**src/hdl/tqle_pkg.sv**
```systemverilog
// Shared types, constants and microcode encodings of the Q-learning engine.
// No dependencies.
`default_nettype none

package tqle_pkg;

  localparam int unsigned NUM_STATES_DEF = 128;
  localparam int unsigned NUM_MOVES_DEF  = 32;

  localparam int unsigned CFG_W     = 17;
  localparam int unsigned CFG_IDX_W = 3;
  localparam int unsigned PC_W      = 5;

  localparam logic [CFG_W-1:0] Q_ONE = 17'd65536;

  localparam logic [CFG_W-1:0] RST_LEARNING_RATE = 17'd6554;
  localparam logic [CFG_W-1:0] RST_DISCOUNT      = 17'd58982;
  localparam logic [CFG_W-1:0] RST_START_EXPL    = 17'd65536;
  localparam logic [CFG_W-1:0] RST_FLOOR_EXPL    = 17'd3277;
  localparam logic [CFG_W-1:0] RST_DECAY_FACTOR  = 17'd65208;

  localparam logic [CFG_IDX_W-1:0] REG_LEARNING_RATE = 3'd0;
  localparam logic [CFG_IDX_W-1:0] REG_DISCOUNT      = 3'd1;
  localparam logic [CFG_IDX_W-1:0] REG_START_EXPL    = 3'd2;
  localparam logic [CFG_IDX_W-1:0] REG_FLOOR_EXPL    = 3'd3;
  localparam logic [CFG_IDX_W-1:0] REG_DECAY_FACTOR  = 3'd4;

  localparam logic [1:0] ACT_SELECT = 2'd0;
  localparam logic [1:0] ACT_UPDATE = 2'd1;
  localparam logic [1:0] ACT_DECAY  = 2'd2;

  typedef struct packed {
    logic [1:0]         action;
    logic [6:0]         state_index;
    logic [6:0]         next_state_index;
    logic [4:0]         taken_move;
    logic [5:0]         move_count;
    logic signed [15:0] reward_value;
    logic [15:0]        random_fraction;
    logic [4:0]         random_pick;
  } in_item_t;

  typedef struct packed {
    logic [4:0]         picked_move;
    logic               picked_valid;
    logic               explored;
    logic signed [31:0] written_value;
    logic [16:0]        current_exploration;
  } out_item_t;

  typedef enum logic [3:0] {
    U_NOP,
    U_CLEAR,
    U_ACCEPT,
    U_SEL_START,
    U_SCAN,
    U_SEL_DONE,
    U_UPD_START,
    U_RD_ENTRY,
    U_MUL_GAMMA,
    U_TARGET,
    U_DIFF,
    U_MUL_ALPHA,
    U_WRITE,
    U_DEC_MUL,
    U_DEC_SET,
    U_EMIT
  } uop_t;

  typedef enum logic [3:0] {
    C_NEVER,
    C_ALWAYS,
    C_NO_BEAT,
    C_IS_SEL,
    C_IS_UPD,
    C_IS_DEC,
    C_SCAN_MORE,
    C_NO_SCAN,
    C_OUT_BUSY,
    C_CLR_MORE
  } cond_t;

  typedef struct packed {
    uop_t            uop;
    cond_t           cond;
    logic [PC_W-1:0] target;
  } ucode_t;

  typedef struct packed {
    uop_t uop;
  } ctl_t;

  typedef struct packed {
    logic       beat;
    logic [1:0] action;
    logic       no_scan;
    logic       scan_last;
    logic       clr_last;
    logic       out_free;
  } sts_t;

endpackage

`default_nettype wire

```
**src/hdl/tqle_sequencer.sv**
```systemverilog
// Microcode sequencer: program ROM, step counter and conditional jumps.
// Depends on tqle_pkg.
`default_nettype none

module tqle_sequencer (
  input  wire logic         clk,
  input  wire logic         rst_n,
  input  tqle_pkg::sts_t    sts,
  output tqle_pkg::ctl_t    ctl
);
  import tqle_pkg::*;

  localparam logic [PC_W-1:0] S_CLEAR     = 5'd0;
  localparam logic [PC_W-1:0] S_BOOT      = 5'd1;
  localparam logic [PC_W-1:0] S_SEL       = 5'd2;
  localparam logic [PC_W-1:0] S_SEL_SCAN  = 5'd3;
  localparam logic [PC_W-1:0] S_SEL_TAIL  = 5'd4;
  localparam logic [PC_W-1:0] S_SEL_DONE  = 5'd5;
  localparam logic [PC_W-1:0] S_UPD       = 5'd6;
  localparam logic [PC_W-1:0] S_UPD_SCAN  = 5'd7;
  localparam logic [PC_W-1:0] S_UPD_ENT   = 5'd8;
  localparam logic [PC_W-1:0] S_UPD_MG    = 5'd9;
  localparam logic [PC_W-1:0] S_UPD_TGT   = 5'd10;
  localparam logic [PC_W-1:0] S_UPD_DIFF  = 5'd11;
  localparam logic [PC_W-1:0] S_UPD_MA    = 5'd12;
  localparam logic [PC_W-1:0] S_UPD_WR    = 5'd13;
  localparam logic [PC_W-1:0] S_DEC_MUL   = 5'd14;
  localparam logic [PC_W-1:0] S_DEC_SET   = 5'd15;
  localparam logic [PC_W-1:0] S_EMIT      = 5'd19;
  localparam logic [PC_W-1:0] S_WAIT      = 5'd20;
  localparam logic [PC_W-1:0] S_DISP_SEL  = 5'd21;
  localparam logic [PC_W-1:0] S_DISP_UPD  = 5'd22;
  localparam logic [PC_W-1:0] S_DISP_DEC  = 5'd23;
  localparam logic [PC_W-1:0] S_DISP_NONE = 5'd24;

  function automatic ucode_t ucode_rom(input logic [PC_W-1:0] pc);
    ucode_t w;
    case (pc)
      S_CLEAR:     w = '{U_CLEAR,     C_CLR_MORE,  S_CLEAR};
      S_BOOT:      w = '{U_NOP,       C_ALWAYS,    S_WAIT};
      S_SEL:       w = '{U_SEL_START, C_NO_SCAN,   S_EMIT};
      S_SEL_SCAN:  w = '{U_SCAN,      C_SCAN_MORE, S_SEL_SCAN};
      S_SEL_TAIL:  w = '{U_NOP,       C_NEVER,     S_WAIT};
      S_SEL_DONE:  w = '{U_SEL_DONE,  C_ALWAYS,    S_EMIT};
      S_UPD:       w = '{U_UPD_START, C_NEVER,     S_WAIT};
      S_UPD_SCAN:  w = '{U_SCAN,      C_SCAN_MORE, S_UPD_SCAN};
      S_UPD_ENT:   w = '{U_RD_ENTRY,  C_NEVER,     S_WAIT};
      S_UPD_MG:    w = '{U_MUL_GAMMA, C_NEVER,     S_WAIT};
      S_UPD_TGT:   w = '{U_TARGET,    C_NEVER,     S_WAIT};
      S_UPD_DIFF:  w = '{U_DIFF,      C_NEVER,     S_WAIT};
      S_UPD_MA:    w = '{U_MUL_ALPHA, C_NEVER,     S_WAIT};
      S_UPD_WR:    w = '{U_WRITE,     C_ALWAYS,    S_EMIT};
      S_DEC_MUL:   w = '{U_DEC_MUL,   C_NEVER,     S_WAIT};
      S_DEC_SET:   w = '{U_DEC_SET,   C_ALWAYS,    S_EMIT};
      S_EMIT:      w = '{U_EMIT,      C_OUT_BUSY,  S_EMIT};
      S_WAIT:      w = '{U_ACCEPT,    C_NO_BEAT,   S_WAIT};
      S_DISP_SEL:  w = '{U_NOP,       C_IS_SEL,    S_SEL};
      S_DISP_UPD:  w = '{U_NOP,       C_IS_UPD,    S_UPD};
      S_DISP_DEC:  w = '{U_NOP,       C_IS_DEC,    S_DEC_MUL};
      S_DISP_NONE: w = '{U_NOP,       C_ALWAYS,    S_EMIT};
      default:     w = '{U_NOP,       C_ALWAYS,    S_WAIT};
    endcase
    return w;
  endfunction

  logic [PC_W-1:0] pc_r, pc_nxt;
  ucode_t          word;
  logic            take;

  assign word    = ucode_rom(pc_r);
  assign ctl.uop = word.uop;

  always_comb begin
    case (word.cond)
      C_NEVER:     take = 1'b0;
      C_ALWAYS:    take = 1'b1;
      C_NO_BEAT:   take = !sts.beat;
      C_IS_SEL:    take = (sts.action == ACT_SELECT);
      C_IS_UPD:    take = (sts.action == ACT_UPDATE);
      C_IS_DEC:    take = (sts.action == ACT_DECAY);
      C_SCAN_MORE: take = !sts.scan_last;
      C_NO_SCAN:   take = sts.no_scan;
      C_OUT_BUSY:  take = !sts.out_free;
      C_CLR_MORE:  take = !sts.clr_last;
      default:     take = 1'b0;
    endcase
    pc_nxt = take ? word.target : pc_r + 5'd1;
  end

  always_ff @(posedge clk) begin
    if (!rst_n) begin
      pc_r <= S_CLEAR;
    end else begin
      pc_r <= pc_nxt;
    end
  end

endmodule

`default_nettype wire

```
**config.mk**
```make
export PLATFORM = sky130hd
export DESIGN_NAME = tqle_sequencer
export DESIGN_NICKNAME = d
export VERILOG_FILES = /design/src/hdl/tqle_pkg.sv /design/src/hdl/tqle_sequencer.sv
export SDC_FILE = /design/constraint.sdc
export NUM_CORES = 1
export LEC_CHECK = 0
export BUFFER_PORTS_ARGS = -buffer_cell sky130_fd_sc_hd__buf_2
export CAP_MARGIN = 15
export CORE_AREA = 10 10 63 65
export DETAILED_ROUTE_END_ITERATION = 16
export DIE_AREA = 0 0 73 75
export PLACE_DENSITY_LB_ADDON = 0.08
export SLEW_MARGIN = 20
export SYNTH_ARGS = -nofsm -noshare
export SYNTH_HDL_FRONTEND = slang
export SYNTH_SLANG_ARGS = --single-unit
```
**constraint.sdc**
```tcl
create_clock -name clk -period 3.4 [get_ports clk]
set_clock_uncertainty 0.2 [all_clocks]
set_input_delay 0.85 -clock clk [delete_from_list [all_inputs] [get_ports clk]]
set_output_delay 0.85 -clock clk [all_outputs]
set_load 0.01 [all_outputs]
```
==> results.toml <==
[timing]
fin_ws_ns = 0.287
min_period_ns = 3.11
tightest_slew_ns = 0.444
rsz0062_at_grt = "no"
hold_viol = 0
finalCritPeriodShare = 0.915
max_freq_mhz = 321
setup-tns-final_ns = 0
max-slew-margin-rel = 0.704
setup_violations = 0
final_max_slew_viol_count = 0

[finish]
area_delta_synth_final_pct = 8.84
final_nets = 158
layout_common_cells = "dfxtp_1 (18), nand2_1 (15), buf_2 (12), a21oi_1 (9), ha_1 (8)"
diodes = 0
design_area_um2 = 1280
final_common_cell = "dfxtp_1"
final_core_util = 0.472
drive_gt1_frac = 0.257
final_cells = 171

[logic_synthesis]
yosysWarnings = 0
ys_seq_area_frac = 0.307
synthAdderAreaFrac = 0.0852
syn_area_um2 = 1170
async_flop_share = 0
syn_area_per_cell_um2 = 9.18
netlist_instances = 128
synth_edf_count = 0
synthFlopType = "dfxtp_1"
muxShareOfSynthArea = 0.0682
synthSimpleGateAreaFrac = 0.177
synth_compound_area_frac = 0.233
synth_xor_xnor_area_share = 0.0224
synth_cell_types = 50
syn-num-nets = 145
synth-seq-cells = 18
synth_top_family_by_area = "compound AO/OA/AOI/OAI gates"

[global_route]
grt_pass1_vias = 889
grt_first_pass_wirelength_mm = 4.24
grt_usage = 0.0948
grt.overflow.total = 0
grt_max_degree = 19
antenna_found_initial = 0

[routing]
drc = 0
vias = 936
routedWlPerCell_um = 14.1
wl_mm = 2.41
vias_per_cell = 5.47
drtIter0Drc = 66
dr.pass1.iters = 4
postRouteAntennaNets = 0

[clock_tree]
worstSkewPairLatency_ns = 0.28
htree_levels = 1
cts_resized = 0
cts_buffers = 3
cts_setup_buffers = 0
cts.clk_slew.worst_paths_ns = 0.09
cts_buffer_depth = 2
cts_root_buf = "clkbuf_4"
cts_tree = "done"
cts_sinks = 18
cts_hold_buf = 0

[floorplanning]
coreArea_um2 = 2710
fp.dieW_um = 73
fp.dieH_um = 75
dieArea_um2 = 5480
initial_core_util = 0.434
rows = 19
pin_count = 13

[critical_path]
crit_chain = "buf_2 > or3b_4 > a211oi_4 > buf_4 > o21ai_0 > o31ai_1 > nand2_1 > inv_1 > ha_1 > inv_1 > o21ai_0 > a21oi_1 > o32ai_1"
critPathLaunchType = "input pin"
cp.arrival_ns = 3.10
path_class = "input pin to flip-flop"
cp-end-kind = "flip-flop"
crit_fanout = 6
critPathSlowestCell = "or3b_4"
cp_top_family = "compound AO/OA/AOI/OAI gates"
cp_slowest_stage_delay_ns = 0.37
worstPathRequired_ns = 3.39
path_buf_inv = 4

[outcome]
outcome = "complete, no violations"

[worst_hold_path]
min_path_type = "flip-flop to flip-flop"

[placed_design]
numPortBuffers = 12
place.gp.congestion = 0.871
dpl_cell_area_um2 = 1240
post-place-ws_ns = -0.0285
post-place-cells = 167
dp_hpwl_mm = 1.91

[job]
maxCapViolCount = 0

[power]
leakagePower_nw = 0.553
vdd_ir_drop_max_mv = 0.512
powerDensity_nw_per_um2 = 1040
-- layer usage --
layer	track usage	routed length, µm
met3	0.0197	162
met5	0	0
met4	0.0359	17
met2	0.158	1170
met1	0.117	1060
-- final cells by class --
cell class,instances,area [µm²]
clock buffers,4,36.3
fillers,280,1430
inverters,9,50.0
multi-input cells,91,688
flip-flops and latches,18,360
well taps,31,38.8
repair buffers,18,105
-- path summary, 6_finish.rpt --
| kind | from | endpoint | slack (ns) | cells after the start |
|---|---|---|---|---|
| setup / recovery | sts[0] | word[10]$_DFF_P_ | 0.29 | 13 |
| hold / removal | word[1]$_DFF_P_ | pc_r[1]$_SDFF_PN0_ | 0.35 | 2 |
| setup reg to reg | word[7]$_DFF_P_ | word[10]$_DFF_P_ | 0.51 | 12 |
| hold reg to reg | word[1]$_DFF_P_ | pc_r[1]$_SDFF_PN0_ | 0.35 | 2 |
-- worst min-delay path: cells and delay by family (launching register included) --
family,cells,cell delay (ns)
multiplexers,1,0.08
AND/OR/NAND/NOR,1,0.11
flip-flops,1,0.33
-- report_power, final --
group	internal [W]	switching (W)
registers	0.000305	0.0000583
logic	0.000354	0.000489
clock network	0.0000650	0.0000607
-- state kept, by name (all words and copies together) (netlist names) --
register and count:
pc_r 5, word 13
-- logic make-up (layout without fill, tap and decap cells) --
group,count (synthesis),after routing
and+or+nand+nor,38,38
AOI/OAI and AO/OA,35,35
buffers and inverters,19,31
DFF,18,18
adders and majority gates,8,8
muxes,7,7
xor gates and xnor gates,3,3
-- metrics by stage --
| step | hold slack (ns) | total power (W) |
|---|---|---|
| floorplan | 0.279 | 0.00105 |
| global placement | 0.345 | 0.00122 |
| detailed placement | 0.336 | 0.00121 |
| CTS | 0.360 | 0.00134 |
| global route | 0.415 | 0.00147 |
| finish | 0.351 | 0.00133 |
-- cells in the mapped netlist, drive strengths merged, types with 2 or more instances --
cell | count | area share
clkinv | 2 | 0.018
mux2 | 2 | 0.026
a22oi | 2 | 0.013
inv | 7 | 0.024
dfxtp | 18 | 0.31
nand2b | 2 | 0.011
buf | 9 | 0.062
nor3 | 4 | 0.017
mux2i | 5 | 0.043
ha | 8 | 0.085
a211oi | 3 | 0.034
xor2 | 2 | 0.015
or3b | 2 | 0.017
o31ai | 2 | 0.013
a21oi | 9 | 0.038
o211ai | 3 | 0.031
nor2 | 5 | 0.024
nor2b | 2 | 0.011
o21ai | 6 | 0.029
nand2 | 15 | 0.048
nand3 | 5 | 0.026
No activity file was read; power rests on OpenSTA's default activity.
